[src/hw/rtl/ksrpb_pkg.sv]
`timescale 1ns / 1ps
`default_nettype none
// ----------------------------------------------------------------------------
// Key state and recent press buffer: shared types
// Request and result payloads, action codes and the controller command group.
// ----------------------------------------------------------------------------
package ksrpb_pkg;

	typedef enum logic [2:0] {
		ACT_EVENT   = 3'd0,
		ACT_QUERY   = 3'd1,
		ACT_POP     = 3'd2,
		ACT_CLEAR   = 3'd3,
		ACT_RELEASE = 3'd4
	} action_t;

	localparam int unsigned KEY_W = 8;

	typedef struct packed {
		logic [2:0]       action;
		logic [KEY_W-1:0] key_code;
		logic             key_down;
	} req_t;

	typedef struct packed {
		logic             held;
		logic             in_history;
		logic [KEY_W-1:0] popped_key;
		logic             popped_valid;
	} rsp_t;

	typedef struct packed {
		logic capture;
		logic lookup;
		logic execute;
	} ctrl_t;

endpackage
`default_nettype wire

[src/hw/rtl/ksrpb_ctrl.sv]
`timescale 1ns / 1ps
`default_nettype none
// ----------------------------------------------------------------------------
// Key state and recent press buffer: controller
// Steps each request through capture, lookup and execute.
// ----------------------------------------------------------------------------
module ksrpb_ctrl (
	input  wire                clk,
	input  wire                arst_n,
	input  wire                start,
	output logic               busy,
	output logic               done,
	output ksrpb_pkg::ctrl_t   cmd
);

	typedef enum logic [1:0] {
		ST_IDLE,
		ST_LOOK,
		ST_EXEC
	} state_t;

	state_t state_q;
	logic   done_q;

	always_ff @(posedge clk or negedge arst_n) begin
		if (!arst_n) begin
			state_q <= ST_IDLE;
			done_q  <= 1'b0;
		end else begin
			done_q <= (state_q == ST_EXEC);
			case (state_q)
				ST_IDLE: begin
					if (start) begin
						state_q <= ST_LOOK;
					end
				end
				ST_LOOK: begin
					state_q <= ST_EXEC;
				end
				ST_EXEC: begin
					state_q <= ST_IDLE;
				end
				default: begin
					state_q <= ST_IDLE;
				end
			endcase
		end
	end

	always_comb begin
		cmd.capture = (state_q == ST_IDLE) && start;
		cmd.lookup  = (state_q == ST_LOOK);
		cmd.execute = (state_q == ST_EXEC);
	end

	assign busy = (state_q != ST_IDLE);
	assign done = done_q;

endmodule
`default_nettype wire

[src/hw/rtl/ksrpb_dpath.sv]
`timescale 1ns / 1ps
`default_nettype none
// ----------------------------------------------------------------------------
// Key state and recent press buffer: datapath
// Held-bit memory with per-key valid bits, circular press history, result.
// ----------------------------------------------------------------------------
module ksrpb_dpath #(
	parameter int unsigned KEY_COUNT     = 256,
	parameter int unsigned HISTORY_DEPTH = 32
) (
	input  wire                clk,
	input  wire                arst_n,
	input  ksrpb_pkg::ctrl_t   cmd,
	input  ksrpb_pkg::req_t    req,
	output ksrpb_pkg::rsp_t    rsp
);

	localparam int unsigned KW  = (KEY_COUNT > 1) ? $clog2(KEY_COUNT) : 1;
	localparam int unsigned KIW = ((KW > ksrpb_pkg::KEY_W) ? KW : ksrpb_pkg::KEY_W) + 1;
	localparam int unsigned SW  = (HISTORY_DEPTH > 1) ? $clog2(HISTORY_DEPTH) : 1;
	localparam int unsigned CW  = $clog2(HISTORY_DEPTH + 1);
	localparam int unsigned DW  = CW + 1;

	ksrpb_pkg::req_t            req_q;
	ksrpb_pkg::rsp_t            rsp_q;
	ksrpb_pkg::rsp_t            rsp_n;

	logic                       held_mem [KEY_COUNT];
	logic [KEY_COUNT-1:0]       held_vld_q;
	logic [ksrpb_pkg::KEY_W-1:0] hist_q [HISTORY_DEPTH];
	logic [CW-1:0]              count_q;
	logic [SW-1:0]              newest_q;

	logic                       held_rd_s1;
	logic                       held_vld_s1;
	logic                       match_s1;
	logic [ksrpb_pkg::KEY_W-1:0] oldest_s1;

	logic [KIW-1:0]             key_ext;
	logic [KW-1:0]              key_idx;
	logic                       key_in_range;
	logic [HISTORY_DEPTH-1:0]   match_vec;
	logic [DW-1:0]              oldest_full;
	logic [SW-1:0]              oldest_slot;
	logic [SW-1:0]              newest_next;
	logic                       cur_held;
	logic                       do_write;
	logic                       do_push;

	assign key_ext      = KIW'(req_q.key_code);
	assign key_idx      = key_ext[KW-1:0];
	assign key_in_range = key_ext < KIW'(KEY_COUNT);
	assign cur_held     = held_vld_s1 & held_rd_s1;
	assign newest_next  = (newest_q == SW'(HISTORY_DEPTH - 1)) ? '0 : newest_q + 1'b1;

	// Oldest slot is newest minus (count - 1), modulo the depth.
	always_comb begin
		oldest_full = DW'(newest_q) + DW'(HISTORY_DEPTH) + DW'(1) - DW'(count_q);
		if (oldest_full >= DW'(HISTORY_DEPTH)) begin
			oldest_full = oldest_full - DW'(HISTORY_DEPTH);
		end
		oldest_slot = oldest_full[SW-1:0];
	end

	// Compare every slot in parallel; a slot counts only while it is live.
	always_comb begin : cmp_blk
		logic [DW-1:0] age;
		age = '0;
		for (int s = 0; s < HISTORY_DEPTH; s++) begin
			age = DW'(newest_q) + DW'(HISTORY_DEPTH) - DW'(s);
			if (age >= DW'(HISTORY_DEPTH)) begin
				age = age - DW'(HISTORY_DEPTH);
			end
			match_vec[s] = (age < DW'(count_q)) && (hist_q[s] == req_q.key_code);
		end
	end

	always_ff @(posedge clk) begin
		if (cmd.capture) begin
			req_q <= req;
		end
		if (cmd.lookup) begin
			held_rd_s1  <= held_mem[key_idx];
			held_vld_s1 <= held_vld_q[key_idx];
			match_s1    <= |match_vec;
			oldest_s1   <= hist_q[oldest_slot];
		end
		if (cmd.execute) begin
			rsp_q <= rsp_n;
		end
		if (do_write) begin
			held_mem[key_idx] <= req_q.key_down;
		end
		if (do_push) begin
			hist_q[newest_next] <= req_q.key_code;
		end
	end

	always_comb begin
		rsp_n    = '0;
		do_write = 1'b0;
		do_push  = 1'b0;
		case (ksrpb_pkg::action_t'(req_q.action))
			ksrpb_pkg::ACT_EVENT: begin
				do_write = cmd.execute && key_in_range && (cur_held != req_q.key_down);
				do_push  = do_write && req_q.key_down;
			end
			ksrpb_pkg::ACT_QUERY: begin
				rsp_n.held       = key_in_range && cur_held;
				rsp_n.in_history = match_s1;
			end
			ksrpb_pkg::ACT_POP: begin
				if (count_q != '0) begin
					rsp_n.popped_key   = oldest_s1;
					rsp_n.popped_valid = 1'b1;
				end
			end
			default: begin
			end
		endcase
	end

	always_ff @(posedge clk or negedge arst_n) begin
		if (!arst_n) begin
			held_vld_q <= '0;
			count_q    <= '0;
			newest_q   <= '0;
		end else if (cmd.execute) begin
			if (do_write) begin
				held_vld_q[key_idx] <= 1'b1;
			end
			if (do_push) begin
				newest_q <= newest_next;
				if (count_q != CW'(HISTORY_DEPTH)) begin
					count_q <= count_q + 1'b1;
				end
			end
			if (req_q.action == ksrpb_pkg::ACT_POP && count_q != '0) begin
				count_q <= count_q - 1'b1;
			end
			if (req_q.action == ksrpb_pkg::ACT_CLEAR) begin
				count_q <= '0;
			end
			if (req_q.action == ksrpb_pkg::ACT_RELEASE) begin
				held_vld_q <= '0;
			end
		end
	end

	assign rsp = rsp_q;

	a_count_bound: assert property (@(posedge clk) disable iff (!arst_n)
		count_q <= CW'(HISTORY_DEPTH))
		else $error("history count above depth");

	a_pop_dec: assert property (@(posedge clk) disable iff (!arst_n)
		(cmd.execute && req_q.action == ksrpb_pkg::ACT_POP && count_q != '0)
		|=> (count_q == $past(count_q) - CW'(1)))
		else $error("pop did not drop one entry");

	a_pop_only: assert property (@(posedge clk) disable iff (!arst_n)
		(cmd.execute && req_q.action != ksrpb_pkg::ACT_POP)
		|=> (!rsp_q.popped_valid && rsp_q.popped_key == '0))
		else $error("pop fields set by a non-pop request");

	a_release: assert property (@(posedge clk) disable iff (!arst_n)
		(cmd.execute && req_q.action == ksrpb_pkg::ACT_RELEASE) |=> (held_vld_q == '0))
		else $error("release all left a key held");

endmodule
`default_nettype wire

[src/hw/rtl/key_state_and_recent_press_buffer.sv]
`timescale 1ns / 1ps
`default_nettype none
// ----------------------------------------------------------------------------
// Key state and recent press buffer
// Held/released bit per key plus a circular history of recent presses.
// ----------------------------------------------------------------------------
//  channel   ports              handshake
//  request   start, req         taken at a clock edge with start high, busy low
//  result    done, rsp          one cycle on done, no back pressure
//
//  Each request passes from acceptance to done through capture, then the
//  registered read of the held-bit memory and the parallel history compare,
//  then execute, which updates state and registers the result.
//  busy drops in the cycle done is high, so a new request may start then.
//  Reset clears all held bits (per-key valid bits) and empties the history.
//  The receiver cannot stall: done is high for exactly one cycle.
// ----------------------------------------------------------------------------
module key_state_and_recent_press_buffer #(
	parameter int unsigned KEY_COUNT     = 256,
	parameter int unsigned HISTORY_DEPTH = 32
) (
	input  wire               clk,
	input  wire               arst_n,
	input  wire               start,
	input  ksrpb_pkg::req_t   req,
	output logic              busy,
	output logic              done,
	output ksrpb_pkg::rsp_t   rsp
);

	// Command group from the controller to the datapath.
	ksrpb_pkg::ctrl_t cmd;

	// Sequence the request: capture, look up, execute.
	ksrpb_ctrl u_ctrl (
		.clk    (clk),
		.arst_n (arst_n),
		.start  (start),
		.busy   (busy),
		.done   (done),
		.cmd    (cmd)
	);

	// Hold the key bits and press history; drop the oldest press when full.
	ksrpb_dpath #(
		.KEY_COUNT     (KEY_COUNT),
		.HISTORY_DEPTH (HISTORY_DEPTH)
	) u_dpath (
		.clk    (clk),
		.arst_n (arst_n),
		.cmd    (cmd),
		.req    (req),
		.rsp    (rsp)
	);

endmodule
`default_nettype wire

[config.mk]
export PLATFORM = sky130hd
export DESIGN_NAME = key_state_and_recent_press_buffer
export DESIGN_NICKNAME = d
export VERILOG_FILES = /design/src/hw/rtl/ksrpb_pkg.sv /design/src/hw/rtl/ksrpb_ctrl.sv /design/src/hw/rtl/ksrpb_dpath.sv /design/src/hw/rtl/key_state_and_recent_press_buffer.sv
export SDC_FILE = /design/constraint.sdc
export NUM_CORES = 1
export LEC_CHECK = 0
export BUFFER_PORTS_ARGS = -buffer_cell sky130_fd_sc_hd__buf_2
export CORE_UTILIZATION = 45
export DETAILED_ROUTE_END_ITERATION = 8
export SLEW_MARGIN = 20
export SYNTH_ARGS = -nofsm -noshare
export SYNTH_HDL_FRONTEND = slang
export SYNTH_SLANG_ARGS = --single-unit
[constraint.sdc]
create_clock -name clk -period 7.55 [get_ports clk]
set_input_delay 0.755 -clock clk [delete_from_list [all_inputs] [get_ports clk]]
set_output_delay 0.755 -clock clk [all_outputs]
set_load 0.02 [all_outputs]
# Word level (Yosys, flattened, before mapping)
# Memories as Yosys holds them, arrays and structs flattened. A register that Yosys moved wholly into a read port is not among the register bits.
# Cells that the tools add are included.
op_classes:
  addsub: 70
  multipliers: 0
  n_div: 0
  n_lt_le_gt_ge: 68
  eq_ne: 42
  n_shift: 0
  n_mux: 53
  n_bitwise: 2
  n_reduce_logical: 51
ops:
  columns: ["operator", "n"]
  rows:
  - ["$mux W256", 2]
  - ["$eq A8 B8 Y1", 32]
  - ["$or A256 B256 Y256", 1]
  - ["$ge A7 B6 Y1 const B", 33]
  - ["$lt A7 B6 Y1", 32]
  - ["$mux W7", 32]
  - ["$sub A7 B6 Y7 const B", 32]
  - ["$sub A7 B5 Y7 const B", 16]
  - ["$sub A7 B4 Y7 const B", 8]
  - ["$logic_and A1 B1 Y1", 39]
  - ["$reduce_or A32 Y1", 1]
  - ["$sub A7 B3 Y7 const B", 4]
  - ["$mux W6", 4]
  - ["$lt A8 B9 Y1 const B", 2]
  - ["$sub A7 B2 Y7 const B", 2]
  - ["$mux W5", 2]
  - ["$mux W1", 9]
  - ["$bmux W1 S8", 1]
  - ["$demux W1 S8", 1]
  - ["$ge A8 B1 Y1 const B", 1]
  - ["$add A5 B6 Y7 const B", 1]
  - ["$add A7 B1 Y7 const B", 1]
  - ["$sub A7 B1 Y7 const B", 1]
  - ["$sub A7 B6 Y7", 1]
  - ["other kinds (23)", 28]
totals:
  regBits: 295
  latch_bits: 0
  mem_bits_rw: 512
  romBits: 0
  inputBits: 15
  word_cells: 302
  memories: 2
memory_table:
  columns: ["name", "depth", "word_bits", "rd", "rd_ports_with_merged_regs", "wr", "line_no", "source"]
  rows:
  - ["u_dpath.held_mem", 256, 1, 1, 1, 1, "ksrpb_dpath.sv:28", "logic held_mem [KEY_COUNT];"]
  - ["u_dpath.hist_q", 32, 8, 33, 1, 1, "ksrpb_dpath.sv:30", "logic [ksrpb_pkg::KEY_W-1:0] hist_q [HISTORY_DEPTH];"]

# Depth between registers and ports, before layout
depth:
  ltp_word: 8
  mapped_depth: 17

# By module
# From an unflattened synthesis, not the netlist that was laid out.
hier_totals:
  hier_cells: 2733
  area_unflattened_um2: 39626.8
modules_own_cells:
  columns: ["mod", "instances", "cells_each", "area_per_inst_um2", "seq_area_each_um2"]
  rows:
  - ["ksrpb_dpath", 1, 2724, 39511.6, 23077.1]
  - ["ksrpb_ctrl", 1, 9, 115.1, 75.1]

# Worst setup path after synthesis
# No wires, ideal clock.
synth_path:
  path_kind: "flip-flop to flip-flop"
  startpoint: "register u_dpath.req_q[0] in the netlist's numbering"
  endpoint: "memory u_dpath.hist_q[12][0] in the netlist's numbering, enable pin"
  arrival_time_ns: 5.204
  required_ns: 7.180
  setup_slack_ns: 1.976
  path_stages_with_launch: 7
  n_path_buf: 1
  period_less_slack_ns: 5.574
  path_cell_list: "edfxtp_1 xor2_1 nor4_2 nand2_1 or2_2 clkbuf_1 nor2_1"
synth_between:
  elab_chain_cells: 6
synth_lines:
  columns: ["element", "line_no", "source"]
  rows:
  - ["from (decl)", "ksrpb_dpath.sv:24", "ksrpb_pkg::req_t req_q;"]
  - ["from (signal assigned)", "ksrpb_dpath.sv:80", "req_q <= req;"]
  - ["$ne A1 B1 Y1", "ksrpb_dpath.sv:105", "do_write = cmd.execute && key_in_range && (cur_held != req_q.key_down);"]
  - ["$logic_and A1 B1 Y1", "ksrpb_dpath.sv:105", null]
  - ["$logic_and A1 B1 Y1 (*)", "ksrpb_dpath.sv:106", "do_push = do_write && req_q.key_down;"]
  - ["$mux W1 (*)", "ksrpb_dpath.sv:103", "case (ksrpb_pkg::action_t'(req_q.action))"]
  - ["$mux W1 (*)", "ksrpb_dpath.sv:94", "if (do_push) begin"]
  - ["$mux W1 (not written as such) (*)", "ksrpb_dpath.sv:95", "hist_q[newest_next] <= req_q.key_code;"]
  - ["to (decl)", "ksrpb_dpath.sv:30", null]
# Every way passes the cells marked *; elsewhere a longest branch is shown, timed or not.

# Worst setup path after layout
layout_path:
  startpoint: "register u_dpath.req_q[0] in the netlist's numbering"
  endpoint: "memory u_dpath.hist_q[31][0] in the netlist's numbering, enable pin"
# Same word-level chain as after synthesis.

==> flow_metrics.py <==
metrics = {
    "yosys": {
        "async_flop_share": 0.3309,
        "synth_edf_count": 546,
        "yosysSeqAreaShare": 0.5876,
        "avgSynthCellArea_um2": 14.35,
        "synth_cell_types": 59,
        "netlist_instances": 2746,
        "synth-main-ff-cell": "edfxtp_1",
        "yosysWarnings": 0,
        "ys_ff_latch": 816,
        "netlist_area_um2": 39400,
    },
    "setup_path": {
        "critical-path-slowest-cell": "edfxtp_1",
        "criticalPathCategory": "flip-flop to flip-flop",
        "slowest_delay_ns": 0.91,
        "worst_ep_arrival_time_ns": 4.35,
        "endpoint_kind": "flip-flop",
        "r2r_cells": 6,
        "reg2reg_slack_ns": 3.45,
        "path_cells": "xor2_1 -> nor4_2 -> nand2_1 -> clkinv_1 -> nand3_1 -> nor2_1",
        "startpoint_type": "flip-flop",
        "r2r_start": "u_dpath.req_q[0]$_DFFE_PP_",
        "crit_path_start": "u_dpath.req_q[0]$_DFFE_PP_",
        "critPathRequiredTime_ns": 7.80,
        "critical_path.endpoint": "u_dpath.hist_q[31][0]$_DFFE_PP_",
        "critPathMaxFanout": 27,
        "rr_endpoint": "u_dpath.hist_q[31][0]$_DFFE_PP_",
    },
    "clock_network": {
        "numCtsBuffers": 85,
        "cts_sinks": 816,
        "path_clk_slew_ns": 0.06,
        "cts_resized": 0,
        "h-tree-depth": 3,
        "ctsHoldBuffers": 0,
        "insertion_delay_ns": 0.66,
        "root_buffer": "clkbuf_16",
        "post-cts-setup-buffers": 0,
        "cts_buffer_depth": 3,
        "cts_tree": "yes",
    },
    "drt": {
        "post-route-drc-count": 1,
        "drt_iter0_markers": 1954,
        "routed_wl_mm": 106.5,
        "vias_per_cell": 5.951,
        "vias": 23860,
        "postRouteAntennaNets": 0,
        "drt-pass1-iter-count": 7,
        "wl_per_cell_um": 26.57,
    },
    "layout": {
        "fin_cells": 4010,
        "drive_gt1_frac": 0.1524,
        "fin_area_um2": 43600,
        "finalNetCount": 2952,
        "syn2layout_area_growth_pct": 10.66,
        "diodes": 0,
    },
    "placement": {
        "dpl-instance-area_um2": 40820,
        "hpwl_mm": 69.08,
        "dp_cells": 3851,
        "pre_cts_slack_ns": 3.417,
        "place_congestion": 0.9412,
        "port_buffers": 27,
    },
    "floorplan": {
        "fp.dieH_um": 297.9,
        "core.rowCount": 108,
        "io_pins": 28,
        "die_x_um": 297.9,
        "initial_core_util": 0.4542,
        "dieArea_um2": 88750,
        "core_um2": 86750,
    },
    "global_routing": {
        "grt_pass1_vias": 24190,
        "antenna_found_initial": 0,
        "grt_pass1_wl_mm": 160.3,
        "grt_max_degree": 125,
        "overflow": 0,
        "grt_usage": 0.2413,
    },
    "sta": {
        "max_freq_mhz": 244.1,
        "worst_slew_pin_slew_ns": 1.088,
        "holdWs_ns": 0.06941,
        "hold_viol": 0,
        "fin_skew_ns": 0.04376,
        "setup_ws_ns": 3.453,
        "finalSetupViolCount": 0,
        "relSlewSlack": 0.2748,
        "setup_tns_ns": 0,
        "slew_viol_final": 0,
        "period_share": 0.5426,
        "rsz0062_at_grt": "false",
        "fin_crit_ns": 4.097,
    },
    "job": {
        "max_cap_viol_count": 0,
    },
    "power": {
        "p_per_area_nw_per_um2": 276.0,
        "ir_worst_vdd_uv": 304.4,
        "p_leak_nw": 15.94,
    },
    "run_status": {
        "violations": "design-rule violations",
        "status": "finished with violations",
    },
    "min_path": {
        "hp-class": "input pin to asynchronous set/reset pin",
    },
}
## area by class of cell
class                           instances  area (µm²)
Sequential cell                       816       23150
Inverter                               73       274.0
Fill cell                            7357       43150
Clock buffer                          120        2370
Tap cell                             1155        1445
Timing Repair Buffer                   77       574.3
Clock inverter                         39       404.1
Multi-Input combinational cell       1730       15380
## worst max-delay path, delay by kind of cell (launching register included)
kind          cells  cell delay (ns)
buf+inv           1             0.31
xor+xnor          1             0.17
flops             1             0.91
simple gates      4             2.32
## how the worst min path moves through the flow
stage | slack [ns] | to | from
global placement | 0.47 | u_dpath.held_vld_q[106]$_DFFE_PN0P_ | u_dpath.held_vld_q[106]$_DFFE_PN0P_
detailed placement | 0.47 | u_ctrl.state_q[1]$_DFFE_PN0P_ | u_ctrl.state_q[1]$_DFFE_PN0P_
global route | 0.12 | u_dpath.held_vld_q[141]$_DFFE_PN0P_ | arst_n
floorplan | 0.43 | u_ctrl.state_q[1]$_DFFE_PN0P_ | u_ctrl.state_q[1]$_DFFE_PN0P_
finish | 0.07 | u_dpath.held_vld_q[141]$_DFFE_PN0P_ | arst_n
CTS | 0.11 | u_dpath.held_vld_q[141]$_DFFE_PN0P_ | arst_n
## synth_stat cells (14+ instances only)
cell type,n,area share
a2111oi_0,14,0.0031
a21oi_1,45,0.0057
a221oi_1,16,0.0036
a22o_1,16,0.0036
a22oi_1,44,0.0084
buf_2,47,0.0060
clkbuf_1,89,0.0085
dfrtp_1,270,0.17
edfxtp_1,546,0.42
ha_1,150,0.048
inv_1,71,0.0068
mux4_2,208,0.12
nand2_1,83,0.0079
nand3_1,21,0.0027
nand4_1,39,0.0062
nor2_1,313,0.030
nor2b_1,20,0.0032
nor3_1,18,0.0023
nor4_1,30,0.0048
o21a_1,256,0.049
o21ai_0,26,0.0033
xnor2_1,145,0.032
xor2_1,139,0.031
## cells by family (layout without fill, tap and decap cells)
logic type,Yosys count,after routing,share of synthesized area
compound gates,471,471,0.08685
xor+xnor,284,284,0.06313
fa+ha+maj,154,154,0.04967
other cells,2,40,0.0001906
flops,816,816,0.5876
simple gates,565,565,0.06418
buf+inv,238,309,0.02721
mux,216,216,0.1212
## metrics by stage
step,total power [mW],utilization
floorplan,7.045,-
CTS,12.11,0.5026
global placement,7.911,0.4705
finish,12.03,0.5026
detailed placement,7.963,0.4706
global route,12.44,0.5026
## registers in the layout, indices dropped and copies added (netlist names)
register	flops
u_ctrl.done	1
u_dpath.held_mem	256
u_dpath.held_vld_s1	1
u_dpath.hist_q	256
u_dpath.rsp	11
u_dpath.match_s1	1
u_dpath.count_q	6
u_dpath.req_q	4
u_ctrl.state_q	2
u_dpath.oldest_s1	8
u_dpath.key_idx	8
u_dpath.held_rd_s1	1
u_dpath.newest_q	5
u_dpath.held_vld_q	256
## layer usage
layer / vias to the layer above / GRT usage / part of all wire
met5: - / 0 / 0
met2: 869 / 0.3923 / 0.49
met1: 12470 / 0.3293 / 0.42
li1: 10340 / - / -
met3: 190 / 0.03085 / 0.057
met4: 0 / 0.09976 / 0.042
## where the power goes
part	total, mW	internal, mW	switching [mW]	leakage (nW)
sequential	5.01	4.90	0.102	8.69
clock	4.16	2.35	1.81	1.35
combinational	2.87	1.27	1.60	5.90
total	12.0	8.53	3.51	15.9
## placed cells by master, fill, tap and decap left out, drive strengths merged, types with 6 or more instances in the layout
| cell | synthesis | final |
|---|---|---|
| edfxtp | 546 | 546 |
| nor2 | 313 | 313 |
| dfrtp | 270 | 270 |
| o21a | 256 | 256 |
| mux4 | 208 | 208 |
| ha | 150 | 150 |
| xnor2 | 145 | 145 |
| xor2 | 139 | 139 |
| clkbuf | 89 | 120 |
| nand2 | 83 | 83 |
| buf | 76 | 77 |
| inv | 72 | 76 |
| a21oi | 45 | 45 |
| a22oi | 44 | 44 |
| conb | 2 | 40 |
| nand4 | 39 | 39 |
| nor4 | 31 | 31 |
| clkinv | 1 | 30 |
| o21ai | 26 | 26 |
| nand3 | 21 | 21 |
| nor2b | 20 | 20 |
| nor3 | 18 | 18 |
| a22o | 16 | 16 |
| a221oi | 16 | 16 |
| and2 | 15 | 15 |
| a2111oi | 14 | 14 |
| a21o | 12 | 12 |
| a31oi | 11 | 11 |
| mux2 | 8 | 8 |
| o221ai | 8 | 8 |
| nand2b | 6 | 6 |
(Power assumes the default switching activity.)
